## src/design/xpc_pkg.sv

```systemverilog
// ----------------------------------------------------------------------------
// xpc_pkg
// shared types, constants and helper functions of the palette converter
// ----------------------------------------------------------------------------
package xpc_pkg;

	localparam int NUM_ANSI    = 16;
	localparam int PREP_STAGES = 2;
	localparam int LATENCY     = PREP_STAGES + NUM_ANSI + 1;

	localparam logic [7:0] CUBE_BASE = 8'd16;
	localparam logic [7:0] GRAY_BASE = 8'd232;
	localparam logic [4:0] GRAY_MAX  = 5'd23;
	localparam logic [9:0] GRAY_OFS  = 10'd9;
	// reciprocal of 30 scaled by 2^16, exact for sums up to 765
	localparam logic [21:0] RECIP_30 = 22'd2185;

	localparam logic [7:0] CUBE_LEVEL [6] = '{8'h00, 8'h5f, 8'h87, 8'haf, 8'hd7, 8'hff};

	typedef struct packed {
		logic [2:0] lvl;
		logic [7:0] diff;
	} lvl_t;

	// item travelling down the cell chain
	typedef struct packed {
		logic       valid;
		logic       kind;
		logic [7:0] idx;
		logic [7:0] r;
		logic [7:0] g;
		logic [7:0] b;
		logic [7:0] er;
		logic [7:0] eg;
		logic [7:0] eb;
		logic [7:0] cube_idx;
		logic [9:0] cube_d;
		logic [7:0] gray_idx;
		logic [9:0] gray_d;
		logic [3:0] best_idx;
		logic [9:0] best_d;
	} xpc_bus_t;

	function automatic logic [7:0] absdiff(input logic [7:0] a, input logic [7:0] b);
		return (a > b) ? (a - b) : (b - a);
	endfunction

	// rgb of one of the sixteen ansi entries
	function automatic logic [23:0] ansi_rgb(input logic [3:0] e);
		logic [7:0] on_v;
		logic [7:0] off_v;
		on_v  = e[3] ? 8'hff : 8'hc0;
		off_v = e[3] ? 8'h80 : 8'h00;
		return {e[0] ? on_v : off_v, e[1] ? on_v : off_v, e[2] ? on_v : off_v};
	endfunction

	// nearest cube level of one channel, lowest level wins ties
	function automatic lvl_t nearest_level(input logic [7:0] c);
		lvl_t res;
		logic [7:0] d;
		res.lvl  = 3'd0;
		res.diff = c;
		for (int i = 1; i < 6; i++) begin
			d = absdiff(CUBE_LEVEL[i], c);
			if (d < res.diff) begin
				res.diff = d;
				res.lvl  = 3'(i);
			end
		end
		return res;
	endfunction

	// split a cube offset below 216 into base-6 digits
	function automatic logic [8:0] cube_digits(input logic [7:0] k);
		logic [2:0] rd;
		logic [2:0] gd;
		logic [7:0] k1;
		rd = 3'd0;
		for (int j = 1; j < 6; j++) begin
			if (k >= 8'(36 * j)) rd = 3'(j);
		end
		k1 = k - 8'(rd) * 8'd36;
		gd = 3'd0;
		for (int j = 1; j < 6; j++) begin
			if (k1 >= 8'(6 * j)) gd = 3'(j);
		end
		return {rd, gd, 3'(k1 - 8'(gd) * 8'd6)};
	endfunction

	// full expansion of a palette index to rgb
	function automatic logic [23:0] expand(input logic [7:0] idx);
		logic [8:0] dg;
		logic [7:0] v;
		dg = cube_digits(idx - CUBE_BASE);
		v  = (idx - GRAY_BASE) * 8'd10 + 8'd8;
		if (idx < 8'd16) begin
			return ansi_rgb(idx[3:0]);
		end else if (idx < GRAY_BASE) begin
			return {CUBE_LEVEL[dg[8:6]], CUBE_LEVEL[dg[5:3]], CUBE_LEVEL[dg[2:0]]};
		end else begin
			return {v, v, v};
		end
	endfunction

endpackage

```

## src/design/xterm256_palette_converter_unit.sv

```systemverilog
// ----------------------------------------------------------------------------
// xterm256_palette_converter_unit
// 256-color terminal palette expansion and nearest-index matching
// ----------------------------------------------------------------------------
// usage:
// - an item is taken on a rising edge with start high and busy low; busy
//   is always low, so a new item may be started in every cycle
// - kind 0 expands palette_in to red/green/blue_out and echoes the index
// - kind 1 returns the nearest palette index of red/green/blue_in on
//   palette_out by sum of absolute differences, rgb outputs zero
// - each result shows for one cycle with done high, having passed two
//   front-end stages, sixteen ansi search cells and one output register
// - throughput is one item per clock; every cell of the sixteen-cell chain
//   holds one item and passes it on each cycle
// - the receiver cannot stall; results stay in start order
// - reset clears all valid flags, so nothing is in flight afterwards
// ----------------------------------------------------------------------------
module xterm256_palette_converter_unit (
	input  logic       clk,
	input  logic       arst_n,
	input  logic       start,
	output logic       busy,
	input  logic       kind,
	input  logic [7:0] palette_in,
	input  logic [7:0] red_in,
	input  logic [7:0] green_in,
	input  logic [7:0] blue_in,
	output logic       done,
	output logic [7:0] palette_out,
	output logic [7:0] red_out,
	output logic [7:0] green_out,
	output logic [7:0] blue_out
);

	xpc_pkg::xpc_bus_t chain [xpc_pkg::NUM_ANSI + 1];

	assign busy = 1'b0;

	// front end
	xpc_prep u_prep (
		.clk        (clk),
		.arst_n     (arst_n),
		.in_valid   (start & ~busy),
		.kind       (kind),
		.palette_in (palette_in),
		.red_in     (red_in),
		.green_in   (green_in),
		.blue_in    (blue_in),
		.bus_out    (chain[0])
	);

	// ansi search chain, one entry per cell
	for (genvar i = 0; i < xpc_pkg::NUM_ANSI; i++) begin : g_cell
		xpc_cell #(
			.ENTRY (4'(i))
		) u_cell (
			.clk     (clk),
			.arst_n  (arst_n),
			.bus_in  (chain[i]),
			.bus_out (chain[i + 1])
		);
	end

	// result stage
	xpc_final u_final (
		.clk         (clk),
		.arst_n      (arst_n),
		.bus_in      (chain[xpc_pkg::NUM_ANSI]),
		.done        (done),
		.palette_out (palette_out),
		.red_out     (red_out),
		.green_out   (green_out),
		.blue_out    (blue_out)
	);

endmodule

```

## src/design/xpc_prep.sv

```systemverilog
// ----------------------------------------------------------------------------
// xpc_prep
// two-stage front end: expansion, cube and gray candidates for the chain
// ----------------------------------------------------------------------------
module xpc_prep (
	input  logic             clk,
	input  logic             arst_n,
	input  logic             in_valid,
	input  logic             kind,
	input  logic [7:0]       palette_in,
	input  logic [7:0]       red_in,
	input  logic [7:0]       green_in,
	input  logic [7:0]       blue_in,
	output xpc_pkg::xpc_bus_t bus_out
);

	logic              valid_s1;
	logic              kind_s1;
	logic [7:0]        idx_s1;
	logic [7:0]        r_s1;
	logic [7:0]        g_s1;
	logic [7:0]        b_s1;
	logic [23:0]       exp_s1;
	logic [4:0]        step_s1;
	xpc_pkg::lvl_t     lr_s1;
	xpc_pkg::lvl_t     lg_s1;
	xpc_pkg::lvl_t     lb_s1;
	xpc_pkg::xpc_bus_t bus_s2;

	logic [9:0]  sum;
	logic [9:0]  ofs;
	logic [21:0] prod;
	logic [5:0]  quo;
	logic [4:0]  step;
	logic [7:0]  gray_lvl;

	// gray step: (sum - 9) / 30 by reciprocal, clamped
	assign sum  = {2'b00, red_in} + {2'b00, green_in} + {2'b00, blue_in};
	assign ofs  = (sum < xpc_pkg::GRAY_OFS) ? 10'd0 : (sum - xpc_pkg::GRAY_OFS);
	assign prod = 22'(ofs) * xpc_pkg::RECIP_30;
	assign quo  = prod[21:16];
	assign step = (quo > 6'(xpc_pkg::GRAY_MAX)) ? xpc_pkg::GRAY_MAX : quo[4:0];

	// stage 1 control
	always_ff @(posedge clk or negedge arst_n) begin
		if (!arst_n) begin
			valid_s1 <= 1'b0;
		end else begin
			valid_s1 <= in_valid;
		end
	end

	// stage 1 payload
	always_ff @(posedge clk) begin
		kind_s1 <= kind;
		idx_s1  <= palette_in;
		r_s1    <= red_in;
		g_s1    <= green_in;
		b_s1    <= blue_in;
		exp_s1  <= xpc_pkg::expand(palette_in);
		step_s1 <= step;
		lr_s1   <= xpc_pkg::nearest_level(red_in);
		lg_s1   <= xpc_pkg::nearest_level(green_in);
		lb_s1   <= xpc_pkg::nearest_level(blue_in);
	end

	assign gray_lvl = 8'd8 + 8'(step_s1) * 8'd10;

	// stage 2: candidate indexes and distances
	always_ff @(posedge clk or negedge arst_n) begin
		if (!arst_n) begin
			bus_s2 <= '0;
		end else begin
			bus_s2.valid    <= valid_s1;
			bus_s2.kind     <= kind_s1;
			bus_s2.idx      <= idx_s1;
			bus_s2.r        <= r_s1;
			bus_s2.g        <= g_s1;
			bus_s2.b        <= b_s1;
			bus_s2.er       <= exp_s1[23:16];
			bus_s2.eg       <= exp_s1[15:8];
			bus_s2.eb       <= exp_s1[7:0];
			bus_s2.cube_idx <= 8'(lr_s1.lvl) * 8'd36 + 8'(lg_s1.lvl) * 8'd6
				+ 8'(lb_s1.lvl) + xpc_pkg::CUBE_BASE;
			bus_s2.cube_d   <= {2'b00, lr_s1.diff} + {2'b00, lg_s1.diff}
				+ {2'b00, lb_s1.diff};
			bus_s2.gray_idx <= 8'(step_s1) + xpc_pkg::GRAY_BASE;
			bus_s2.gray_d   <= {2'b00, xpc_pkg::absdiff(gray_lvl, r_s1)}
				+ {2'b00, xpc_pkg::absdiff(gray_lvl, g_s1)}
				+ {2'b00, xpc_pkg::absdiff(gray_lvl, b_s1)};
			bus_s2.best_idx <= 4'd0;
			bus_s2.best_d   <= '1;
		end
	end

	assign bus_out = bus_s2;

endmodule

```

## src/design/xpc_cell.sv

```systemverilog
// ----------------------------------------------------------------------------
// xpc_cell
// one ansi entry of the search chain: keeps the nearer of its entry and the
// best so far, then hands the item on
// ----------------------------------------------------------------------------
module xpc_cell #(
	parameter logic [3:0] ENTRY = 4'd0
) (
	input  logic              clk,
	input  logic              arst_n,
	input  xpc_pkg::xpc_bus_t bus_in,
	output xpc_pkg::xpc_bus_t bus_out
);

	logic [23:0]       ent;
	logic [9:0]        ent_d;
	xpc_pkg::xpc_bus_t nxt;
	xpc_pkg::xpc_bus_t bus_q;

	// distance to this cell's entry
	assign ent   = xpc_pkg::ansi_rgb(ENTRY);
	assign ent_d = {2'b00, xpc_pkg::absdiff(bus_in.r, ent[23:16])}
		+ {2'b00, xpc_pkg::absdiff(bus_in.g, ent[15:8])}
		+ {2'b00, xpc_pkg::absdiff(bus_in.b, ent[7:0])};

	// strictly nearer replaces, so earlier entries win ties
	always_comb begin
		nxt = bus_in;
		if (ent_d < bus_in.best_d) begin
			nxt.best_d   = ent_d;
			nxt.best_idx = ENTRY;
		end
	end

	always_ff @(posedge clk or negedge arst_n) begin
		if (!arst_n) begin
			bus_q <= '0;
		end else begin
			bus_q <= nxt;
		end
	end

	assign bus_out = bus_q;

endmodule

```

## src/design/xpc_final.sv

```systemverilog
// ----------------------------------------------------------------------------
// xpc_final
// output stage: weighs ansi, cube and gray candidates and drives the result
// ----------------------------------------------------------------------------
module xpc_final (
	input  logic              clk,
	input  logic              arst_n,
	input  xpc_pkg::xpc_bus_t bus_in,
	output logic              done,
	output logic [7:0]        palette_out,
	output logic [7:0]        red_out,
	output logic [7:0]        green_out,
	output logic [7:0]        blue_out
);

	logic [7:0] sel_idx;
	logic [9:0] sel_d;
	logic [7:0] match_idx;

	// candidates in order, later ones only when strictly nearer
	always_comb begin
		sel_idx = {4'd0, bus_in.best_idx};
		sel_d   = bus_in.best_d;
		if (bus_in.cube_d < sel_d) begin
			sel_idx = bus_in.cube_idx;
			sel_d   = bus_in.cube_d;
		end
		match_idx = sel_idx;
		if (bus_in.gray_d < sel_d) begin
			match_idx = bus_in.gray_idx;
		end
	end

	always_ff @(posedge clk or negedge arst_n) begin
		if (!arst_n) begin
			done        <= 1'b0;
			palette_out <= '0;
			red_out     <= '0;
			green_out   <= '0;
			blue_out    <= '0;
		end else begin
			done        <= bus_in.valid;
			palette_out <= bus_in.kind ? match_idx : bus_in.idx;
			red_out     <= bus_in.kind ? 8'd0 : bus_in.er;
			green_out   <= bus_in.kind ? 8'd0 : bus_in.eg;
			blue_out    <= bus_in.kind ? 8'd0 : bus_in.eb;
		end
	end

endmodule

```

## config.mk

```make
export PLATFORM = sky130hd
export DESIGN_NAME = xterm256_palette_converter_unit
export DESIGN_NICKNAME = d
export VERILOG_FILES = /design/src/design/xpc_pkg.sv /design/src/design/xterm256_palette_converter_unit.sv /design/src/design/xpc_prep.sv /design/src/design/xpc_cell.sv /design/src/design/xpc_final.sv
export SDC_FILE = /design/constraint.sdc
export NUM_CORES = 2
export LEC_CHECK = 0
export ABC_CLOCK_PERIOD_IN_PS = 6600
export BUFFER_PORTS_ARGS = -buffer_cell sky130_fd_sc_hd__buf_2
export CAP_MARGIN = 20
export CELL_PAD_IN_SITES_DETAIL_PLACEMENT = 1
export CELL_PAD_IN_SITES_GLOBAL_PLACEMENT = 2
export CORE_ASPECT_RATIO = 1.75
export CORE_MARGIN = 3
export CORE_UTILIZATION = 37
export CTS_BUF_LIST = sky130_fd_sc_hd__clkbuf_4 sky130_fd_sc_hd__clkbuf_8
export CTS_CLUSTER_DIAMETER = 150
export DETAILED_ROUTE_END_ITERATION = 10
export PLACE_DENSITY_LB_ADDON = 0.1
export RECOVER_POWER = 100
export SYNTH_ARGS = -nofsm -noshare
export SYNTH_HDL_FRONTEND = slang
export SYNTH_SLANG_ARGS = --single-unit
export TNS_END_PERCENT = 30
```

## constraint.sdc

```tcl
create_clock -name clk -period 6.6 [get_ports clk]
set_input_delay 1.32 -clock clk [delete_from_list [all_inputs] [get_ports clk]]
set_output_delay 1.32 -clock clk [all_outputs]
set_load 0.1 [all_outputs]
```

# Word level (Yosys, flattened, before mapping)
# Memory sizes are Yosys's and may differ from the RTL's.
# Index checks and enable logic that the tools add are counted.
[op_classes]
n_reduce_logical = 3
mux = 128
bitwise = 3
multipliers = 7
magnitude_cmp = 116
add_sub_neg = 169
[ops]
columns = ["op", "n"]
rows = [
  ["2-to-1 mux 8 bit", 85],
  ["subtractor 8 bit, second input constant", 49],
  ["subtractor 8 bit, first input constant", 48],
  ["greater-than comparator 8 bit, second input constant", 36],
  ["2-to-1 mux 14 bit", 15],
  ["adder 10 x 8 -> 10 bit", 19],
  ["< comparator 10 bit", 18],
  ["adder 8 x 8 -> 9 bit", 19],
  ["< comparator 8 bit", 15],
  ["greater-than comparator 8 x 1 -> 1 bit, second input constant", 12],
  ["greater-than comparator 8 bit, first input constant", 12],
  ["subtractor 1 x 8 -> 8 bit, first input constant", 12],
  ["2-to-1 mux 10 bit", 9],
  ["subtractor 8 bit", 7],
  ["2-to-1 mux 9 bit", 6],
  ["2-to-1 mux 24 bit", 2],
  ["greater-or-equal comparator 8 x 5 -> 1 bit, second input constant", 3],
  ["greater-than comparator 7 x 8 -> 1 bit, first input constant", 3],
  ["greater-than comparator 8 bit", 3],
  ["subtractor 7 x 8 -> 8 bit, first input constant", 3],
  ["subtractor 8 x 7 -> 8 bit, second input constant", 3],
  ["multiplier 10 x 12 -> 22 bit, second input constant", 1],
  ["2-to-1 mux 3 bit", 6],
  ["greater-or-equal comparator 8 x 7 -> 1 bit, second input constant", 2],
  ["28 further kinds", 38],
]
[totals]
in_bits = 36
memories = 3
out_inout_bits = 34
ff_bits = 1928
rom_bits = 192
word_cells = 702
[memory_table]
columns = ["name", "words", "word_bits", "rd", "rd_clocked_by_memory_dff", "write_ports", "line", "rtl"]
rows = [
  ["(name not given)", 8, 8, 1, 0, 0, "xpc_pkg.sv:99", "return {CUBE_LEVEL[dg[8:6]], CUBE_LEVEL[dg[5:3]], CUBE_LEVEL[dg[2:0]]};"],
  ["(name not given)", 8, 8, 1, 0, 0, "xpc_pkg.sv:99", ""],
  ["(name not given)", 8, 8, 1, 0, 0, "xpc_pkg.sv:99", ""],
]

# Longest topological paths before layout
[depth]
depth_word = 23
ltp_mapped = 59
ltp_nobuf = 53

# By module
# A second synthesis with hierarchy kept.
[unflattened]
cells_unflattened = 6348
area_unflattened_um2 = 82063.7
[by_module_without_submodules]
columns = ["mod", "cells_per_inst", "area_per_inst_um2", "n_inst", "seq_area_each_um2"]
rows = [
  ["xpc_prep", 2007, 17638.2, 1, 4254.1],
  ["xpc_cell (g_cell[11].u_cell ...)", 236, 3782.4, 2, 2702.6],
  ["xpc_cell (g_cell[7].u_cell)", 289, 4116.4, 1, 2702.6],
  ["xpc_cell (g_cell[8].u_cell)", 283, 4067.7, 1, 2702.6],
  ["xpc_cell (g_cell[5].u_cell)", 277, 4017.6, 1, 2702.6],
  ["xpc_cell (g_cell[3].u_cell)", 277, 4011.3, 1, 2702.6],
  ["xpc_cell (g_cell[6].u_cell)", 277, 3987.6, 1, 2702.6],
  ["xpc_cell (g_cell[2].u_cell)", 271, 3952.5, 1, 2702.6],
  ["xpc_cell (g_cell[1].u_cell)", 267, 3930.0, 1, 2702.6],
  ["xpc_cell (g_cell[4].u_cell)", 266, 3930.0, 1, 2702.6],
  ["xpc_cell (g_cell[12].u_cell)", 259, 3915.0, 1, 2702.6],
  ["xpc_cell (g_cell[10].u_cell)", 262, 3906.2, 1, 2702.6],
  ["xpc_cell (g_cell[9].u_cell)", 252, 3898.7, 1, 2702.6],
  ["xpc_cell (g_cell[0].u_cell)", 257, 3848.7, 1, 2702.6],
  ["+4 rows", "-", "-", "-", "-"],
]

# Least setup slack after synthesis
# Ideal clock, no wire load.
[synth_timing]
path_type = "input-to-reg"
from = "input red_in[5]"
to = "register u_prep.lr_s1[4] (netlist bit)"
path_buffers = 5
slack_ps = -4398
required_ps = 6528
cell_stages = 52
setup_ps = 72
arrival_time_ps = 10927
path_cell_list = "buf_1 inv_1 ha_1 a221oi_4 nor2_1 xnor2_1 ha_1 o21ai_0 a21oi_1 o31a_1 or2_2 clkbuf_1 nor2_1 xnor2_1 inv_1 ha_1 and3_1 nand3_1 [... 16 more ...] ha_1 o21a_1 nor2_1 o31ai_1 nor2_1 o31a_1 a41o_1 clkbuf_1 mux2_2 ha_1 nand4_1 nor2_1 nor2_1 nand2_1 nor3_1 a41oi_1 clkbuf_1 mux2i_1"
[synth_between]
elab_chain_len = 12
elab_cells_between_ends = 30
cone_classes = "add/sub (10); order compare (10); mux (10)"
[synth_rtl]
columns = ["element", "line", "rtl"]
rows = [
  ["from (decl)", "xterm256_palette_converter_unit.sv:25", "input logic [7:0] red_in,"],
  ["subtractor 8 x 7 -> 8 bit (tied with other cells)", "xpc_pkg.sv:45", "return (a > b) ? (a - b) : (b - a);"],
  ["2-to-1 mux 8 bit", "xpc_pkg.sv:45", ""],
  ["< comparator 8 bit", "xpc_pkg.sv:65", "if (d < res.diff) begin"],
  ["2-to-1 mux 9 bit", "xpc_pkg.sv:65", ""],
  ["< comparator 8 bit", "xpc_pkg.sv:65", ""],
  ["2-to-1 mux 10 bit", "xpc_pkg.sv:65", ""],
  ["< comparator 8 bit", "xpc_pkg.sv:65", ""],
  ["2-to-1 mux 10 bit", "xpc_pkg.sv:65", ""],
  ["< comparator 8 bit", "xpc_pkg.sv:65", ""],
  ["2-to-1 mux 9 bit", "xpc_pkg.sv:65", ""],
  ["< comparator 8 bit", "xpc_pkg.sv:65", ""],
  ["2-to-1 mux 8 bit (*)", "xpc_pkg.sv:65", ""],
  ["to (signal assigned)", "xpc_prep.sv:62", "lr_s1 <= xpc_pkg::nearest_level(red_in);"],
  ["to (decl)", "xpc_prep.sv:25", "xpc_pkg::lvl_t lr_s1;"],
]
# Mark *: on every way between the ends. The rest lies on a longest branch, timed or not.
# A chain may end at the register's enable or synchronous reset.

# Final worst setup path
[layout_timing]
from = "input red_in[3]"
to = "register u_prep.lr_s1[5] (netlist bit)"
# Same word-level chain as after synthesis.

==> results_dict.tcl <==
set metrics [dict create \
    min_path_cells 0 \
    ios 70 \
    period_share_pct 140 \
    synthSimpleGateAreaFrac_pct 6.44 \
    finalHoldViolations 0 \
    critical_path_required_ps 7340 \
    drt.antenna.violating_nets 0 \
    initialDrtViolationCount 1693 \
    synth-edff-count 0 \
    gp_congestion 0.851 \
    antenna_found_initial 5 \
    numCtsBuffers 278 \
    fin_util_pct 44.7 \
    nNetsFinal 8289 \
    netlist_top_cells_area "dfrtp_1 (56%), ha_1 (12%), xnor2_1 (3.9%)" \
    ys_seq_elements 1879 \
    clock-sinks 1879 \
    synthArstFlopShare_pct 94.9 \
    clock_latency_ps 930 \
    drv_slew 102 \
    rsz0062_at_grt "yes" \
    setup_viol 38 \
    drive_gt1_share_pct 21.1 \
    drv_cap 1 \
    synth_xor_area_share_pct 5.36 \
    power_density_mw_per_mm2 544 \
    ff2ff_setup_slack_ps 610 \
    avgSynthCellArea_um2 12.3 \
    r2r-start "u_prep.step_s1[2]" \
    synth_top_flop_cell "dfrtp_1" \
    grt_pass1_vias 56300 \
    startpoint "red_in[3]" \
    post-dp-hpwl_um 160000 \
    synthAdderAreaFrac_pct 13.7 \
    synth_area_mm2 0.0804 \
    whs_endpoint "g_cell[3].u_cell.bus_out[55]" \
    synthCells 6526 \
    ctsHoldBuffers 0 \
    crit_type "in2reg" \
    cts.clk_slew.worst_paths_ps 70 \
    arrival_ps 9980 \
    grt_pass1_wl_um 317000 \
    port_buffers 68 \
    ys_warn_count 0 \
    cts_buffer_depth 4 \
    fin_worst_skew_ps 108 \
    root_buffer "clkbuf_8" \
    design.core.area_mm2 0.215 \
    syn2layout_area_growth_pct 19.8 \
    grt-ovfl-total 0 \
    p_leak_nw 45.3 \
    hold_ws_ps 246 \
    vias 49600 \
    cts_htree_levels 5 \
    grtUsageTotal_pct 18.5 \
    period_minus_slack_ps 9240 \
    synth_top_family_by_area "adder cells" \
    post-route-worst-setup-slack_ps -2640 \
    drc 1 \
    synth_fp_nets 7405 \
    placement_rows 225 \
    ir_worst_vdd_v 0.00121 \
    fillers 22800 \
    synth.distinct_cells 92 \
    crit_top_cell "buf_6" \
    grt_max_degree 207 \
    cts_tree "built" \
    start_kind "input port" \
    max_stage_delay_ps 500 \
    synth-compound-area-share_pct 9.52 \
    initial_core_util_pct 37.3 \
    timing.fmax_mhz 108 \
    status "complete, but fails checks" \
    die_y_um 622 \
    ff2ff_path_depth 26 \
    synth_seq_area_share_pct 57.9 \
    synthMuxAreaShare_pct 3.30 \
    relSlewSlack_pct -142 \
    wirelength_um 203000 \
    via_per_inst 4.75 \
    post_drt_wl_per_cell_um 19.5 \
    crit-reg2reg-capture "u_prep.bus_out[23]" \
    critPathSlowestCell "or4b_4" \
    min_from "g_cell[2].u_cell.bus_out[55]" \
    synth_top_area_share_pct 55.6 \
    tightest_slew_ps 3630 \
    drt_first_pass_iters 7 \
    die_w_um 358 \
    violations "design-rule violations, max-capacitance violations, max-slew violations, negative setup slack" \
    dieArea_mm2 0.223 \
    synth_largest_area_cell "dfrtp_1" \
    cp-end-kind "flop" \
    path_max_fanout 7 \
    hold_class "reg2reg" \
]
-- stage by stage --
stage                     setup TNS [ps]  cell area, µm²  instances  total power [mW]  setup slack (ps)
after detailed placement         -143100           88400       9888              42.7             -4210
after global routing             -103570           96200      10400              56.8             -2910
after global placement           -136620           88300       9885              41.9             -4120
after floorplan                  -103490           80600       6526              33.7             -3130
final                             -87100           96200      10400              52.4             -2640
after CTS                         -80050           95300      10400              53.3             -2550
-- layout by cell type (no fill, tap or decap), drive strengths merged, types with 13 or more instances in the layout --
cell / instances
or4b: 13
fa: 57
dfxtp: 95
and3: 15
nor2: 304
nand2: 216
and2: 27
mux2i: 63
nand4: 20
clkinv: 37
a21oi: 499
nand2b: 142
o31ai: 47
o21ai: 232
nor3: 72
xor2: 132
or3: 24
o211ai: 18
a21o: 141
inv: 677
nor2b: 80
nand3: 54
o21bai: 135
dfrtp: 1784
and4: 13
o21a: 36
o41ai: 15
a31oi: 24
clkbuf: 442
ha: 786
xnor2: 360
mux2: 179
buf: 699
nor4: 23
-- power by group --
group	switching, mW	internal (mW)
clock	4.31	5.46
combinational	14.5	12.0
sequential	1.17	15.0
-- cells by family (layout without fill, tap and decap cells) --
group | count (synthesis) | in the layout
buffers and inverters | 794 | 1873
multiplexers | 242 | 242
flip-flops | 1879 | 1879
other | 2 | 5
XOR/XNOR | 492 | 492
AND/OR/NAND/NOR | 1036 | 1036
adder cells (fa/ha/maj) | 844 | 844
AO/OA/AOI/OAI | 1237 | 1237
-- synthesized netlist by cell type (22+ instances only) --
cell / number
a21o_1: 141
a21oi_1: 498
a31oi_1: 22
and2_1: 27
clkbuf_1: 96
dfrtp_1: 1784
dfxtp_1: 95
fa_1: 57
ha_1: 786
inv_1: 662
mux2_2: 177
mux2i_1: 63
nand2_1: 216
nand2b_1: 142
nand3_1: 53
nor2_1: 304
nor2b_1: 80
nor3_1: 72
nor4_1: 23
o21a_1: 36
o21ai_0: 213
o21bai_1: 135
o31ai_1: 46
or3_1: 23
xnor2_1: 360
xor2_1: 132
-- sequential cells by signal, indices dropped and copies added (netlist names) --
register	cells
u_prep.r_s1	8
u_final.done	1
u_prep.lg_s1	11
u_prep.bus_out	93
u_prep.exp_s1	24
u_prep.valid_s1	1
u_prep.g_s1	8
u_final.palette_out	8
u_prep.kind_s1	1
u_prep.lb_s1	11
u_final.red_out	8
u_prep.b_s1	8
u_prep.lr_s1	11
g_cell.u_cell.bus_out	1657
u_prep.step_s1	5
u_final.green_out	8
u_final.blue_out	8
u_prep.idx_s1	8
-- critical path, delay by kind of cell --
kind	cells	cell delay, ps
AOI/OAI and AO/OA	18	2950
and+or+nand+nor	15	2310
adders and majority gates	6	1570
buffers and inverters	10	1240
muxes	1	330
xor gates and xnor gates	2	250
-- metal layers --
metal | wire length, µm | vias up | track usage (%) | share of wire [%]
met5 | 20 | - | 0 | 0.0098
met4 | 12800 | 4 | 10.3 | 6.3
met3 | 4650 | 451 | 2.11 | 2.3
met2 | 121000 | 649 | 38.3 | 60
met1 | 64600 | 24800 | 16.6 | 32
li1 | - | 23700 | - | -
-- how the worst max path moves through the flow --
| stage | cells past startpoint | slack, ps | to |
|---|---|---|---|
| finish | 52 | -2640 | u_prep.lr_s1[5] |
| global route | 52 | -2910 | u_prep.lr_s1[5] |
| CTS | 50 | -2550 | u_prep.lr_s1[5] |
| detailed placement | 52 | -4210 | u_prep.lr_s1[7] |
| global placement | 52 | -4120 | u_prep.lr_s1[7] |
| floorplan | 55 | -3130 | u_prep.lr_s1[7] |
-- area by class of cell --
| type | count | area, µm² | share of cell area, % |
|---|---|---|---|
| sequential | 1879 | 46500 | 48.4 |
| multi-input combinational | 3853 | 32200 | 33.4 |
| timing repair buffer | 729 | 5550 | 5.77 |
| clock buffer | 412 | 5230 | 5.43 |
| tap | 2837 | 3550 | 3.69 |
| inverter | 669 | 2520 | 2.62 |
| clock inverter | 63 | 673 | 0.700 |
| antenna | 3 | 7.51 | 0.00780 |
-- repair_timing --
| item | 4_1_cts | 5_1_grt |
|---|---|---|
| cloned | 0 | 1 |
| resized for setup | 134 | 190 |
| endpoints found under the hold margin | 0 | 0 |
| buffers inserted | 50 | 28 |
| setup endpoints to repair | 38 | 38 |
| pin swaps | 79 | 65 |
No activity file was read; power rests on OpenSTA's default activity.
